<file path="src/alu8f_pkg.sv">
// Package for the 8-bit ALU with flags: operation codes, flag positions,
// decimal adjust constants and the request/response payload structs.
// No dependencies.
package alu8f_pkg;

	// Operation codes carried in the action field
	typedef enum logic [4:0] {
		OP_ADD  = 5'd0,
		OP_ADC  = 5'd1,
		OP_SUB  = 5'd2,
		OP_SBC  = 5'd3,
		OP_AND  = 5'd4,
		OP_XOR  = 5'd5,
		OP_OR   = 5'd6,
		OP_CP   = 5'd7,
		OP_INC  = 5'd8,
		OP_DEC  = 5'd9,
		OP_DAA  = 5'd10,
		OP_CPL  = 5'd11,
		OP_CCF  = 5'd12,
		OP_SCF  = 5'd13,
		OP_RLC  = 5'd14,
		OP_RRC  = 5'd15,
		OP_RL   = 5'd16,
		OP_RR   = 5'd17,
		OP_SLA  = 5'd18,
		OP_SRA  = 5'd19,
		OP_SWAP = 5'd20,
		OP_SRL  = 5'd21,
		OP_BIT  = 5'd22,
		OP_RES  = 5'd23,
		OP_SET  = 5'd24,
		OP_RLCA = 5'd25,
		OP_RRCA = 5'd26,
		OP_RLA  = 5'd27,
		OP_RRA  = 5'd28
	} alu_op_t;

	// Flag bit positions in flags_in / flags_out
	localparam int FLAG_Z = 3;
	localparam int FLAG_N = 2;
	localparam int FLAG_H = 1;
	localparam int FLAG_C = 0;

	// Decimal adjust corrections and limit
	localparam logic [7:0] DAA_ADJ_LO = 8'h06;
	localparam logic [7:0] DAA_ADJ_HI = 8'h60;
	localparam logic [7:0] DAA_LIMIT  = 8'h99;
	localparam logic [3:0] DAA_NIB_LIMIT = 4'h9;

	typedef struct packed {
		logic [4:0] action;
		logic [7:0] acc;
		logic [7:0] operand;
		logic [2:0] bit_index;
		logic [3:0] flags_in;
	} alu_req_t;

	typedef struct packed {
		logic [7:0] result;
		logic [3:0] flags_out;
		logic       writes_result;
	} alu_rsp_t;

endpackage

</file>
<file path="src/alu8f_if.sv">
// Valid/ready channel interfaces for the ALU request and response.
// No dependencies.
interface alu8f_req_if;
	logic       valid;
	logic       ready;
	logic [4:0] action;
	logic [7:0] acc;
	logic [7:0] operand;
	logic [2:0] bit_index;
	logic [3:0] flags_in;

	modport source(output valid, action, acc, operand, bit_index, flags_in, input ready);
	modport sink(input valid, action, acc, operand, bit_index, flags_in, output ready);
endinterface

interface alu8f_rsp_if;
	logic       valid;
	logic       ready;
	logic [7:0] result;
	logic [3:0] flags_out;
	logic       writes_result;

	modport source(output valid, result, flags_out, writes_result, input ready);
	modport sink(input valid, result, flags_out, writes_result, output ready);
endinterface

</file>
<file path="src/alu8f_core.sv">
// Combinational ALU datapath: result byte, new flags and write enable for one request.
// Depends on alu8f_pkg.
module alu8f_core import alu8f_pkg::*; (
	input  alu_req_t req,
	output alu_rsp_t rsp
);

	logic [7:0] a;
	logic [7:0] v;
	logic [3:0] f;
	logic       c;

	logic       cin_add;
	logic       cin_sub;
	logic [8:0] sum9;
	logic [4:0] hsum5;
	logic [8:0] diff9;
	logic [4:0] hdiff5;
	logic [7:0] inc8;
	logic [7:0] dec8;

	logic       daa_hi;
	logic       daa_lo;
	logic [7:0] daa8;
	logic       daa_c;

	logic       acc_rot;
	logic [7:0] sh_src;
	logic [7:0] sh8;
	logic       sh_c;
	logic [7:0] bit_mask;

	assign a = req.acc;
	assign v = req.operand;
	assign f = req.flags_in;
	assign c = f[FLAG_C];

	// Add and subtract with optional carry in; bit 8 / bit 4 give carry and half carry
	assign cin_add = (req.action == OP_ADC) && c;
	assign cin_sub = (req.action == OP_SBC) && c;
	assign sum9   = {1'b0, a} + {1'b0, v} + {8'd0, cin_add};
	assign hsum5  = {1'b0, a[3:0]} + {1'b0, v[3:0]} + {4'd0, cin_add};
	assign diff9  = {1'b0, a} - {1'b0, v} - {8'd0, cin_sub};
	assign hdiff5 = {1'b0, a[3:0]} - {1'b0, v[3:0]} - {4'd0, cin_sub};
	assign inc8   = v + 8'd1;
	assign dec8   = v - 8'd1;

	// Decimal adjust: after subtract only undo the flagged corrections
	always_comb begin
		daa_hi = c || (a > DAA_LIMIT);
		daa_lo = f[FLAG_H] || (a[3:0] > DAA_NIB_LIMIT);
		if (f[FLAG_N]) begin
			daa8 = a - (f[FLAG_H] ? DAA_ADJ_LO : 8'd0) - (c ? DAA_ADJ_HI : 8'd0);
			daa_c = c;
		end else begin
			daa8 = a + (daa_hi ? DAA_ADJ_HI : 8'd0) + (daa_lo ? DAA_ADJ_LO : 8'd0);
			daa_c = daa_hi;
		end
	end

	// Rotates and shifts: accumulator forms take acc, the others the operand
	assign acc_rot = (req.action == OP_RLCA) || (req.action == OP_RRCA) ||
			(req.action == OP_RLA) || (req.action == OP_RRA);
	assign sh_src = acc_rot ? a : v;

	always_comb begin
		sh8  = sh_src;
		sh_c = 1'b0;
		unique case (req.action)
			OP_RLC, OP_RLCA: begin
				sh8  = {sh_src[6:0], sh_src[7]};
				sh_c = sh_src[7];
			end
			OP_RRC, OP_RRCA: begin
				sh8  = {sh_src[0], sh_src[7:1]};
				sh_c = sh_src[0];
			end
			OP_RL, OP_RLA: begin
				sh8  = {sh_src[6:0], c};
				sh_c = sh_src[7];
			end
			OP_RR, OP_RRA: begin
				sh8  = {c, sh_src[7:1]};
				sh_c = sh_src[0];
			end
			OP_SLA: begin
				sh8  = {sh_src[6:0], 1'b0};
				sh_c = sh_src[7];
			end
			OP_SRA: begin
				sh8  = {sh_src[7], sh_src[7:1]};
				sh_c = sh_src[0];
			end
			OP_SWAP: begin
				sh8  = {sh_src[3:0], sh_src[7:4]};
				sh_c = 1'b0;
			end
			OP_SRL: begin
				sh8  = {1'b0, sh_src[7:1]};
				sh_c = sh_src[0];
			end
			default: begin
				sh8  = sh_src;
				sh_c = 1'b0;
			end
		endcase
	end

	assign bit_mask = 8'd1 << req.bit_index;

	// Select result, flags and write enable per operation
	always_comb begin
		rsp.result        = 8'd0;
		rsp.flags_out     = f;
		rsp.writes_result = 1'b1;
		unique case (req.action)
			OP_ADD, OP_ADC: begin
				rsp.result    = sum9[7:0];
				rsp.flags_out = {sum9[7:0] == 8'd0, 1'b0, hsum5[4], sum9[8]};
			end
			OP_SUB, OP_SBC: begin
				rsp.result    = diff9[7:0];
				rsp.flags_out = {diff9[7:0] == 8'd0, 1'b1, hdiff5[4], diff9[8]};
			end
			OP_CP: begin
				rsp.flags_out     = {diff9[7:0] == 8'd0, 1'b1, hdiff5[4], diff9[8]};
				rsp.writes_result = 1'b0;
			end
			OP_AND: begin
				rsp.result    = a & v;
				rsp.flags_out = {(a & v) == 8'd0, 1'b0, 1'b1, 1'b0};
			end
			OP_XOR: begin
				rsp.result    = a ^ v;
				rsp.flags_out = {(a ^ v) == 8'd0, 1'b0, 1'b0, 1'b0};
			end
			OP_OR: begin
				rsp.result    = a | v;
				rsp.flags_out = {(a | v) == 8'd0, 1'b0, 1'b0, 1'b0};
			end
			OP_INC: begin
				rsp.result    = inc8;
				rsp.flags_out = {inc8 == 8'd0, 1'b0, v[3:0] == 4'hf, c};
			end
			OP_DEC: begin
				rsp.result    = dec8;
				rsp.flags_out = {dec8 == 8'd0, 1'b1, v[3:0] == 4'h0, c};
			end
			OP_DAA: begin
				rsp.result    = daa8;
				rsp.flags_out = {daa8 == 8'd0, f[FLAG_N], 1'b0, daa_c};
			end
			OP_CPL: begin
				rsp.result    = ~a;
				rsp.flags_out = {f[FLAG_Z], 1'b1, 1'b1, c};
			end
			OP_CCF: begin
				rsp.flags_out     = {f[FLAG_Z], 1'b0, 1'b0, ~c};
				rsp.writes_result = 1'b0;
			end
			OP_SCF: begin
				rsp.flags_out     = {f[FLAG_Z], 1'b0, 1'b0, 1'b1};
				rsp.writes_result = 1'b0;
			end
			OP_RLC, OP_RRC, OP_RL, OP_RR, OP_SLA, OP_SRA, OP_SWAP, OP_SRL: begin
				rsp.result    = sh8;
				rsp.flags_out = {sh8 == 8'd0, 1'b0, 1'b0, sh_c};
			end
			OP_RLCA, OP_RRCA, OP_RLA, OP_RRA: begin
				// accumulator rotates always clear zero
				rsp.result    = sh8;
				rsp.flags_out = {1'b0, 1'b0, 1'b0, sh_c};
			end
			OP_BIT: begin
				rsp.flags_out     = {~|(v & bit_mask), 1'b0, 1'b1, c};
				rsp.writes_result = 1'b0;
			end
			OP_RES: begin
				rsp.result = v & ~bit_mask;
			end
			OP_SET: begin
				rsp.result = v | bit_mask;
			end
			default: begin
				// unused codes: no result, flags pass through
				rsp.result        = 8'd0;
				rsp.flags_out     = f;
				rsp.writes_result = 1'b0;
			end
		endcase
	end

endmodule

</file>
<file path="src/eight_bit_cpu_alu_with_flags.sv">
// Top level of the 8-bit ALU with flags: request register, ALU datapath, response register.
// Depends on alu8f_pkg, alu8f_req_if / alu8f_rsp_if and alu8f_core.
//
// Usage:
//   req  - request channel (valid/ready): action, acc, operand, bit_index, flags_in.
//   rsp  - response channel (valid/ready): result, flags_out, writes_result.
//   Every request yields exactly one response, in request order.
// Path: a taken request is held in the request register, goes through the ALU
//   and is held in the response register, which drives rsp.
// Throughput: one request per cycle while rsp.ready stays high, set by the single
//   ALU pass between the request register and the response register.
// Stalls: while rsp.ready is low the response register holds its payload; the
//   request register still takes one more request if it is empty, and req.ready
//   drops once both registers are full.
// Reset: arst_n clears both valid bits at once; no response is pending after reset.
module eight_bit_cpu_alu_with_flags import alu8f_pkg::*; (
	input  logic        clk,
	input  logic        arst_n,
	alu8f_req_if.sink   req,
	alu8f_rsp_if.source rsp
);

	logic     valid_s1;
	logic     valid_s2;
	alu_req_t req_s1;
	alu_rsp_t rsp_s2;
	alu_rsp_t rsp_d;
	logic     adv_s1;
	logic     adv_s2;

	// Advance each stage when its downstream has room
	assign adv_s2    = !valid_s2 || rsp.ready;
	assign adv_s1    = !valid_s1 || adv_s2;
	assign req.ready = adv_s1;

	always_ff @(posedge clk or negedge arst_n) begin
		if (!arst_n) begin
			valid_s1 <= 1'b0;
			valid_s2 <= 1'b0;
		end else begin
			if (adv_s1) begin
				valid_s1 <= req.valid;
			end
			if (adv_s2) begin
				valid_s2 <= valid_s1;
			end
		end
	end

	// Capture the request
	always_ff @(posedge clk) begin
		if (req.valid && adv_s1) begin
			req_s1 <= '{action: req.action, acc: req.acc, operand: req.operand,
					bit_index: req.bit_index, flags_in: req.flags_in};
		end
	end

	alu8f_core u_core (
		.req (req_s1),
		.rsp (rsp_d)
	);

	// Hold the response until it is taken
	always_ff @(posedge clk) begin
		if (valid_s1 && adv_s2) begin
			rsp_s2 <= rsp_d;
		end
	end

	assign rsp.valid         = valid_s2;
	assign rsp.result        = rsp_s2.result;
	assign rsp.flags_out     = rsp_s2.flags_out;
	assign rsp.writes_result = rsp_s2.writes_result;

endmodule

</file>
<file path="src/flat_wrapper.sv">
// flat-port wrapper written by rule: the top's interface ports become plain ports
module eight_bit_cpu_alu_with_flags_flat import alu8f_pkg::*;
  (clk, arst_n, req_valid, req_action, req_acc, req_operand, req_bit_index, req_flags_in, req_ready, rsp_valid, rsp_result, rsp_flags_out, rsp_writes_result, rsp_ready);
  alu8f_req_if req_i ();
  alu8f_rsp_if rsp_i ();
  input  logic clk;
  input  logic arst_n;
  input wire logic [$bits(req_i.valid)-1:0] req_valid;
  input wire logic [$bits(req_i.action)-1:0] req_action;
  input wire logic [$bits(req_i.acc)-1:0] req_acc;
  input wire logic [$bits(req_i.operand)-1:0] req_operand;
  input wire logic [$bits(req_i.bit_index)-1:0] req_bit_index;
  input wire logic [$bits(req_i.flags_in)-1:0] req_flags_in;
  output wire logic [$bits(req_i.ready)-1:0] req_ready;
  output wire logic [$bits(rsp_i.valid)-1:0] rsp_valid;
  output wire logic [$bits(rsp_i.result)-1:0] rsp_result;
  output wire logic [$bits(rsp_i.flags_out)-1:0] rsp_flags_out;
  output wire logic [$bits(rsp_i.writes_result)-1:0] rsp_writes_result;
  input wire logic [$bits(rsp_i.ready)-1:0] rsp_ready;
  assign req_i.valid = req_valid;
  assign req_i.action = req_action;
  assign req_i.acc = req_acc;
  assign req_i.operand = req_operand;
  assign req_i.bit_index = req_bit_index;
  assign req_i.flags_in = req_flags_in;
  assign req_ready = req_i.ready;
  assign rsp_valid = rsp_i.valid;
  assign rsp_result = rsp_i.result;
  assign rsp_flags_out = rsp_i.flags_out;
  assign rsp_writes_result = rsp_i.writes_result;
  assign rsp_i.ready = rsp_ready;
  eight_bit_cpu_alu_with_flags u_core (.clk(clk), .arst_n(arst_n), .req(req_i), .rsp(rsp_i));
endmodule
</file>
<file path="config.mk">
export PLATFORM = sky130hd
export DESIGN_NAME = eight_bit_cpu_alu_with_flags_flat
export DESIGN_NICKNAME = d
export VERILOG_FILES = /design/src/alu8f_pkg.sv /design/src/alu8f_if.sv /design/src/alu8f_core.sv /design/src/eight_bit_cpu_alu_with_flags.sv /design/src/flat_wrapper.sv
export SDC_FILE = /design/constraint.sdc
export NUM_CORES = 1
export LEC_CHECK = 0
export BUFFER_PORTS_ARGS = -buffer_cell sky130_fd_sc_hd__buf_2
export CAP_MARGIN = 20
export CORE_MARGIN = 1
export CORE_UTILIZATION = 30
export DETAILED_ROUTE_END_ITERATION = 6
export PLACE_DENSITY = 0.43
export SLEW_MARGIN = 25
export SYNTH_ARGS = -nofsm -noshare
export SYNTH_HDL_FRONTEND = slang
export SYNTH_HIERARCHICAL = 1
export SYNTH_SLANG_ARGS = --single-unit
</file>
<file path="constraint.sdc">
create_clock -name clk -period 6.1 [get_ports clk]
set_clock_uncertainty 0.2 [all_clocks]
set_input_delay 1.22 -clock clk [delete_from_list [all_inputs] [get_ports clk]]
set_output_delay 1.22 -clock clk [all_outputs]
set_load 0.03 [all_outputs]
</file>
==> summary.txt, run 1 <==
Synthesis
  • Post-synthesis share of cell area spent on xor and xnor gates: under 10%
  • Proportion of synthesized flip-flops having asynchronous set or reset: 4.65%
  • Compound-Gate Fraction of Synth Area: 23.7%
  • Post-synth EDFFs: 41
  • Distinct cell type count after synthesis: 74
  • Largest family of logic cells by synthesized area: simple AND/OR/NAND/NOR gates
  • Primary flip-flop cell chosen by synthesis mapping: edfxtp_1
  • Fraction of the mapped netlist area in simple logic gates: 24.0%
  • Number of warning messages in the yosys log: 6
  • Post-synth design cell area: 5090 sq um
  • Number of synthesized register bits: 43
  • Fraction of synthesized area in multiplexers: 2.85%
  • Post-synthesis area per instance: 8.48 sq um
  • Adder-cell share of the synthesized area: 14.3%
  • Syn_nets: 687
  • Seq/Total Area, Yosys: between 20 and 30%
  • Post-Synthesis Cells: 600

Global route
  • Largest net degree at the start of global routing: 37
  • Total congestion overflow after global routing: 0
  • Global-route total usage across every layer: 22.3%
  • Vias in the first global route: roughly 4800
  • Number of antenna violations at the first check in global routing: 1
  • Wire length of the first global-routing pass: ~29000 um

STA
  • Final setup fails: 0
  • Slew at the pin with the worst max-slew slack: 997 ps
  • Count of final hold-check violations: 0
  • Final period demand of the worst path: 4460 ps
  • Max Clock Freq: 224 MHz
  • Final worst-path cycle share: 73.1%
  • Number of pins with negative max-slew slack in the final report: 0
  • Max-slew headroom: 33.5%
  • Setup TNS Final: 0 ps
  • Setup repair after global routing missed its margin: false

Critical path
  • Category of the worst setup path launch point: register
  • Highest fanout seen on the critical path: 33
  • Type of the setup path with the least slack: register to register
  • Worst EP arrival: 4270 ps
  • Crit end category: register
  • Data required time at the worst endpoint: 5910 ps

Run
  • Number of violations of the max-capacitance limit: 0

Placement
  • Number of port buffers: 46
  • Placed Instance Area: 5490 sq um
  • Final HPWL from detailed placement: 15000 um
  • Routability congestion estimate: around 1

Detailed routing
  • Via total after detailed routing: between 5000 and 6000
  • Number of nets still failing antenna checks after routing: 0
  • Total routed wirelength: 19700 um
  • 1st-iter DRT viols: just over 800
  • Post-DR vias/cell: 6.02
  • Count of unresolved DRC violations after routing: 0
  • TritonRoute pass-1 iters: 6
  • Average detailed-routed wire length per instance: 23.2 um

Clock tree
  • Cell at the root of the clock tree: clkbuf_16
  • Gates resized, CTS repair: 0
  • CTS tree: yes
  • Num Clock Sinks: 43
  • Clock-pin slew reported for the worst setup and hold paths after clock tree synthesis: about 70 ps
  • Inserted Clock Buffers: 5
  • Clock latency reported for the late side of the worst-skew pair: 300 ps
  • # hold bufs at CTS: 0
  • H-tree lvl count: 2
  • Number of buffers on the longest clock path: 2
  • Post-CTS Setup Inserts: 0

Pwr
  • Largest vdd supply drop: 0.000105 V
  • Static leakage: 0.00217 uW
  • Power per standard cell area: roughly 200 nW/um^2

Floorplanning
  • Top-Level Pins: 47
  • Site Rows: 47
  • Std-Cell Core Area: 16600 sq um
  • Die area: about 17000 sq um
  • Vert. Die Dim: 132 um
  • Initial core utilization: 30.7%
  • Die Span X: 132 um

Worst hold path
  • Hold WC Path Type: register to register

Finish
  • Leading cell type in the layout, fill and taps excluded: ha_1
  • Final instance area: approximately 5700 sq um
  • Share of final-layout standard cells stronger than drive strength 1: a little under an eighth
  • Diode insertion count for antenna repair: 0
  • Syn-to-layout area delta: 11.4%
  • Net count reported at finish: approximately 700
  • Most frequent cells in the layout: ha_1 (50), nor2_1 (49), buf_2 (46)

Outcome
  • Outcome: finished clean
## per-layer routing
metal / global-route usage (%) / share of wire, %
met4: 6.26 / 2.5
met3: 4.08 / 8.3
met5: 0 / 0
met2: 34.9 / 44
met1: 31.2 / 45
## sequential cells by signal (all words and copies together) (netlist names)
signal	count
u_core/req_s1	28
u_core/rsp.result	8
u_core/rsp.flags_out	4
u_core/rsp.valid	1
u_core/rsp.writes_result	1
u_core/valid_s1	1
## worst max-delay path, cell delays in order, from the launching register on
cell      delay [ps]
edfxtp_1         790
nor3_1           490
nand4_1          170
fa_1             550
inv_1             60
ha_1             170
o21ai_0          150
nand2_1          100
xnor2_1          310
o22ai_1          150
nor4_1           350
o211ai_1         210
or4_1            470
## path summary, 6_finish.rpt
kind,from,to,slack (ps),cells past startpoint
min in group asynchronous,arst_n,u_core/valid_s1,510,1
max in group asynchronous,arst_n,u_core/rsp.valid,5100,1
worst max-delay path,u_core/req_s1[25],u_core/rsp.result[3],1640,12
worst max register to register,u_core/req_s1[25],u_core/rsp.result[3],1640,12
worst min register to register,u_core/valid_s1,u_core/rsp.valid,360,1
worst min-delay path,u_core/valid_s1,u_core/rsp.valid,360,1
## logic make-up (layout without fill, tap and decap cells)
kind of cell,Yosys count,in the layout
AO/OA/AOI/OAI,171,171
multiplexers,12,12
AND/OR/NAND/NOR,229,229
buffers and inverters,62,91
XOR/XNOR,28,28
adder cells (fa/ha/maj),55,55
flip-flops,43,43
## per-stage QoR
step | hold slack (ps) | std cells | power (uW) | setup WS (ps) | util (%)
2_1_floorplan | 311 | 600 | 669 | 2210 | -
3_3_place_gp | 329 | 841 | 801 | 1800 | 33.1
3_5_place_dp | 351 | 841 | 798 | 1880 | 33.1
4_1_cts | 369 | 849 | 1120 | 1830 | 34.2
5_1_grt | 421 | 849 | 1180 | 1590 | 34.2
6_report | 364 | 849 | 1120 | 1640 | 34.2
## power by group
group | internal (uW) | leakage, uW | switching (uW) | total, uW
Sequential | 355 | 0.000416 | 42.5 | 398
Clock | 195 | 0.0000844 | 121 | 317
Combinational | 146 | 0.00167 | 261 | 407
## final cells by class
type	instances	area (sq um)
fill	1787	10900
clock inverter	3	47.5
multi-input combinational	495	3550
timing repair buffer	52	275
sequential	43	1280
tap	220	275
inverter	31	116
clock buffer	5	125
## Yosys cell counts (4+ instances only)
library cell / count / area share [%]
o211ai_1: 11 / 1.6
a211oi_1: 6 / 0.89
nor2b_1: 7 / 0.86
o21a_1: 7 / 1.0
clkbuf_1: 17 / 1.3
o31ai_1: 5 / 0.74
o2111ai_1: 5 / 0.86
o221ai_1: 5 / 0.86
edfxtp_1: 41 / 24
nand2_1: 45 / 3.3
or4_1: 8 / 1.2
ha_1: 50 / 12
nor2_1: 49 / 3.6
nand4_1: 14 / 1.7
xnor2_1: 18 / 3.1
nand3_1: 20 / 2.0
xor2_1: 10 / 1.7
inv_1: 30 / 2.2
nor3b_1: 6 / 0.89
a21oi_1: 34 / 3.3
nand2b_1: 17 / 2.1
o22ai_1: 6 / 0.74
a2111oi_0: 4 / 0.69
nor3_1: 24 / 2.4
a22oi_1: 9 / 1.3
fa_1: 5 / 2.0
o21ai_0: 24 / 2.4
a221oi_1: 7 / 1.2
nor4_1: 10 / 1.2
mux2i_1: 10 / 2.0
and3_1: 6 / 0.74
a31oi_1: 5 / 0.61
buf_2: 9 / 0.89
Power figures use the tool's default switching activity.
==> run 2: changes to the inputs <==
ABC_AREA = 1   (was default)
PLACE_DENSITY = 0.45   (was 0.43)
clock period = 3.8 ns   (was 6.1 ns; I/O delays follow)
==> run 2 against run 1 <==
  * Sequential power increased by 52%
  * Setup slack got worse by 1300 ps
  * Fmax increased by 28%
  * Power rose by 64%
  * First-iteration DRC count is 12% lower
  * Critical path type unchanged
==> summary.txt, run 2 <==
Clock tree
  • Clock latency reported for the late side of the worst-skew pair: approximately 300 ps
  • Inserted Clock Buffers: 5
  • Num Clock Sinks: 43
  • Cell at the root of the clock tree: clkbuf_16
  • Clock-pin slew reported for the worst setup and hold paths after clock tree synthesis: 70 ps
  • Gates resized, CTS repair: 0
  • CTS tree: yes
  • Number of buffers on the longest clock path: 2
  • H-tree lvl count: 2

Finish
  • Final core area utilization: 35.5%
  • Leading cell type in the layout, fill and taps excluded: nand2_1
  • Syn-to-layout area delta: 16.0%
  • Final instance area: 5860 sq um
  • Most frequent cells in the layout: nand2_1 (168), inv_1 (95), nand3_1 (66)
  • Top reg by flops: u_core/req_s1
  • Net count reported at finish: 877
  • Combined flip-flop and latch cell area: between 1000 and 1500 sq um
  • Fill cells: 1769
  • Max FFs per register: 28
  • Multi-input gate area in the final layout: 3340 sq um
  • Share of final-layout standard cells stronger than drive strength 1: 14.2%
  • Diode insertion count for antenna repair: 0

Floorplanning
  • Die Span X: 132 um
  • Std-Cell Core Area: 16500 sq um
  • Site Rows: 47
  • Vert. Die Dim: 132 um
  • Initial core utilization: ~31%
  • Top-Level Pins: 47
  • Die area: 17400 sq um

Detailed routing
  • Count of unresolved DRC violations after routing: 0
  • Via total after detailed routing: ~5400
  • TritonRoute pass-1 iters: 6
  • Number of nets still failing antenna checks after routing: 0
  • Average detailed-routed wire length per instance: 20.4 um
  • Post-DR vias/cell: 5.35
  • 1st-iter DRT viols: 709
  • Total routed wirelength: 20600 um

Synthesis
  • Largest area contributor in the netlist: edfxtp_1
  • Seq/Total Area, Yosys: approximately 25%
  • Top cells by area in the synthesized netlist: edfxtp_1 (24%), nand2_1 (12%), ha_1 (12%)
  • Proportion of synthesized flip-flops having asynchronous set or reset: 4.65%
  • Number of warning messages in the yosys log: 6
  • Distinct cell type count after synthesis: 44
  • Fraction of synthesized cell area taken by the top area cell type: about a quarter
  • Post-synthesis area per instance: 7.01 sq um
  • Post-Synthesis Cells: 721
  • Syn_nets: 808
  • Cell types with the highest counts after synthesis: nand2_1 (168), inv_1 (95), nand3_1 (66)
  • Post-synth EDFFs: between 40 and 50
  • Most instantiated library cell after synthesis: nand2_1
  • Number of synthesized register bits: 43
  • Primary flip-flop cell chosen by synthesis mapping: edfxtp_1
  • Post-synth design cell area: 5050 sq um

Placement
  • Number of port buffers: 46
  • Routability congestion estimate: ~1
  • Post-place setup slack: 233 ps
  • Final HPWL from detailed placement: about 17000 um
  • Placed Instance Area: 5680 sq um

Pwr
  • Power per standard cell area: 314 nW/um^2
  • Sequential share of power: ~33%
  • Static leakage: 0.00281 uW
  • Relative contribution of the clock network to total power: between 20% and 30%
  • Internal power consumption: 1120 uW
  • Largest vdd supply drop: ~0.00015 V
  • Switching power: 722 uW
  • Switching Fraction: 39.3%
  • Power share of the combinational group: ~40%

Global route
  • Busiest layer in global routing: met2
  • Total congestion overflow after global routing: 0
  • Number of antenna violations at the first check in global routing: 1
  • Routing usage on met1: 34.2%
  • Met3 demand-to-capacity share in global routing: 4.65%
  • Vias in the first global route: 4980
  • Largest net degree at the start of global routing: 24
  • Global-route total usage across every layer: 24.2%
  • Wire length of the first global-routing pass: 30900 um
  • GR met2 Demand/Resource: 36.9%

STA
  • Final period demand of the worst path: 3470 ps
  • Slew at the pin with the worst max-slew slack: 721 ps
  • Setup repair after global routing missed its margin: false
  • Count of final hold-check violations: 0
  • Final worst-path cycle share: 91.4%
  • Min setup slack post-route: 327 ps
  • Final setup fails: 0
  • Max Clock Freq: 288 MHz
  • Max-slew headroom: 51.7%
  • Setup TNS Final: 0 ps
  • Number of pins with negative max-slew slack in the final report: 0

Critical path
  • Highest-delay cell along the critical path: edfxtp_1
  • Type of the setup path with the least slack: register to register
  • Path depth of the worst reg2reg path: 18
  • Data required time at the worst endpoint: 3630 ps
  • Category of the worst setup path launch point: register
  • Worst path max stage delay: roughly 400 ps
  • Buffering stage count on the worst path with inverters included: 1
  • Top Family by Delay on Critical Path: simple AND/OR/NAND/NOR gates
  • Worst EP arrival: 3300 ps
  • Highest fanout seen on the critical path: 4
  • Critical path cell sequence: inv_1 -> ha_1 -> o21ai_0 -> nand3_1 -> a31oi_1 -> or2_2 -> ha_1 -> nand2_1 -> nor2_1 -> nor2_1 -> nand2_1 -> nand2_1 -> o21ai_0 -> nor2_1 -> nand3_1 -> nand2_1 -> nor2_1 -> nand3_1
  • Depth of the critical timing path with buffers and inverters included: 18
  • Crit end category: register

Run
  • Number of violations of the max-capacitance limit: 0

Worst hold path
  • Hold WC Path Type: input port to async pin

Outcome
  • Outcome: finished clean
## run 2: path summary, 6_finish.rpt
kind                                         from                 endpoint  slack (ps)
worst max-delay path            u_core/req_s1[16]  u_core/rsp.flags_out[3]         330
worst min-delay path                       arst_n          u_core/valid_s1          30
min in group clk                  u_core/valid_s1         u_core/rsp.valid         310
worst max register to register  u_core/req_s1[16]  u_core/rsp.flags_out[3]         330
worst min register to register    u_core/valid_s1         u_core/rsp.valid         310
max in group asynchronous                  arst_n         u_core/rsp.valid        3270
## run 2: timing repair
action | 4_1_cts | 5_1_grt
hold buffers | 0 | 0
endpoints found under the setup margin | 0 | 2
setup buffers | 0 | 2
## run 2: layout make-up
type,instances,share of cell area [%]
Multi-Input combinational cell,568,56.9
Clock inverter,3,0.662
Sequential cell,43,21.9
Inverter,99,6.34
Tap cell,220,4.70
Timing Repair Buffer,73,7.39
Clock buffer,5,2.13
## run 2: worst reg2reg max path, stage by stage (launching register included)
cell and delay [ps]:
edfxtp_1 400, inv_1 220, ha_1 190, o21ai_0 160, nand3_1 120, a31oi_1 110
or2_2 320, ha_1 320, nand2_1 70, nor2_1 110, nor2_1 60, nand2_1 50
nand2_1 40, o21ai_0 280, nor2_1 90, nand3_1 170, nand2_1 90, nor2_1 120
nand3_1 90
## run 2: power by group through the flow
| stage | clock [uW] | sequential, uW | combinational (uW) |
|---|---|---|---|
| after floorplan | 0 | 652 | 428 |
| after global placement | 0 | 617 | 712 |
| after detailed placement | 0 | 618 | 707 |
| after CTS | 525 | 608 | 711 |
| after global routing | 539 | 610 | 794 |
| final | 508 | 604 | 726 |
## run 2: per-stage QoR
stage	total power, uW	hold slack (ps)	cells
after floorplan	1080	264	721
after global placement	1330	289	1001
after detailed placement	1330	298	1001
after CTS	1840	24.4	1009
after global routing	1940	23.4	1011
final	1840	32.3	1011
## run 2: kinds of logic after synthesis
family	count (synthesis)	synth area share, %
simple gates	370	33.2
fa+ha+maj	55	14.4
xor+xnor	25	4.33
buf+inv	110	8.64
compound gates	118	14.1
flops	43	25.4
## run 2: layer usage
layer	up-vias	share of wire (%)
li1	2583	-
met1	2552	47
met2	236	43
met3	39	6.9
met4	2	2.9
met5	-	0.063
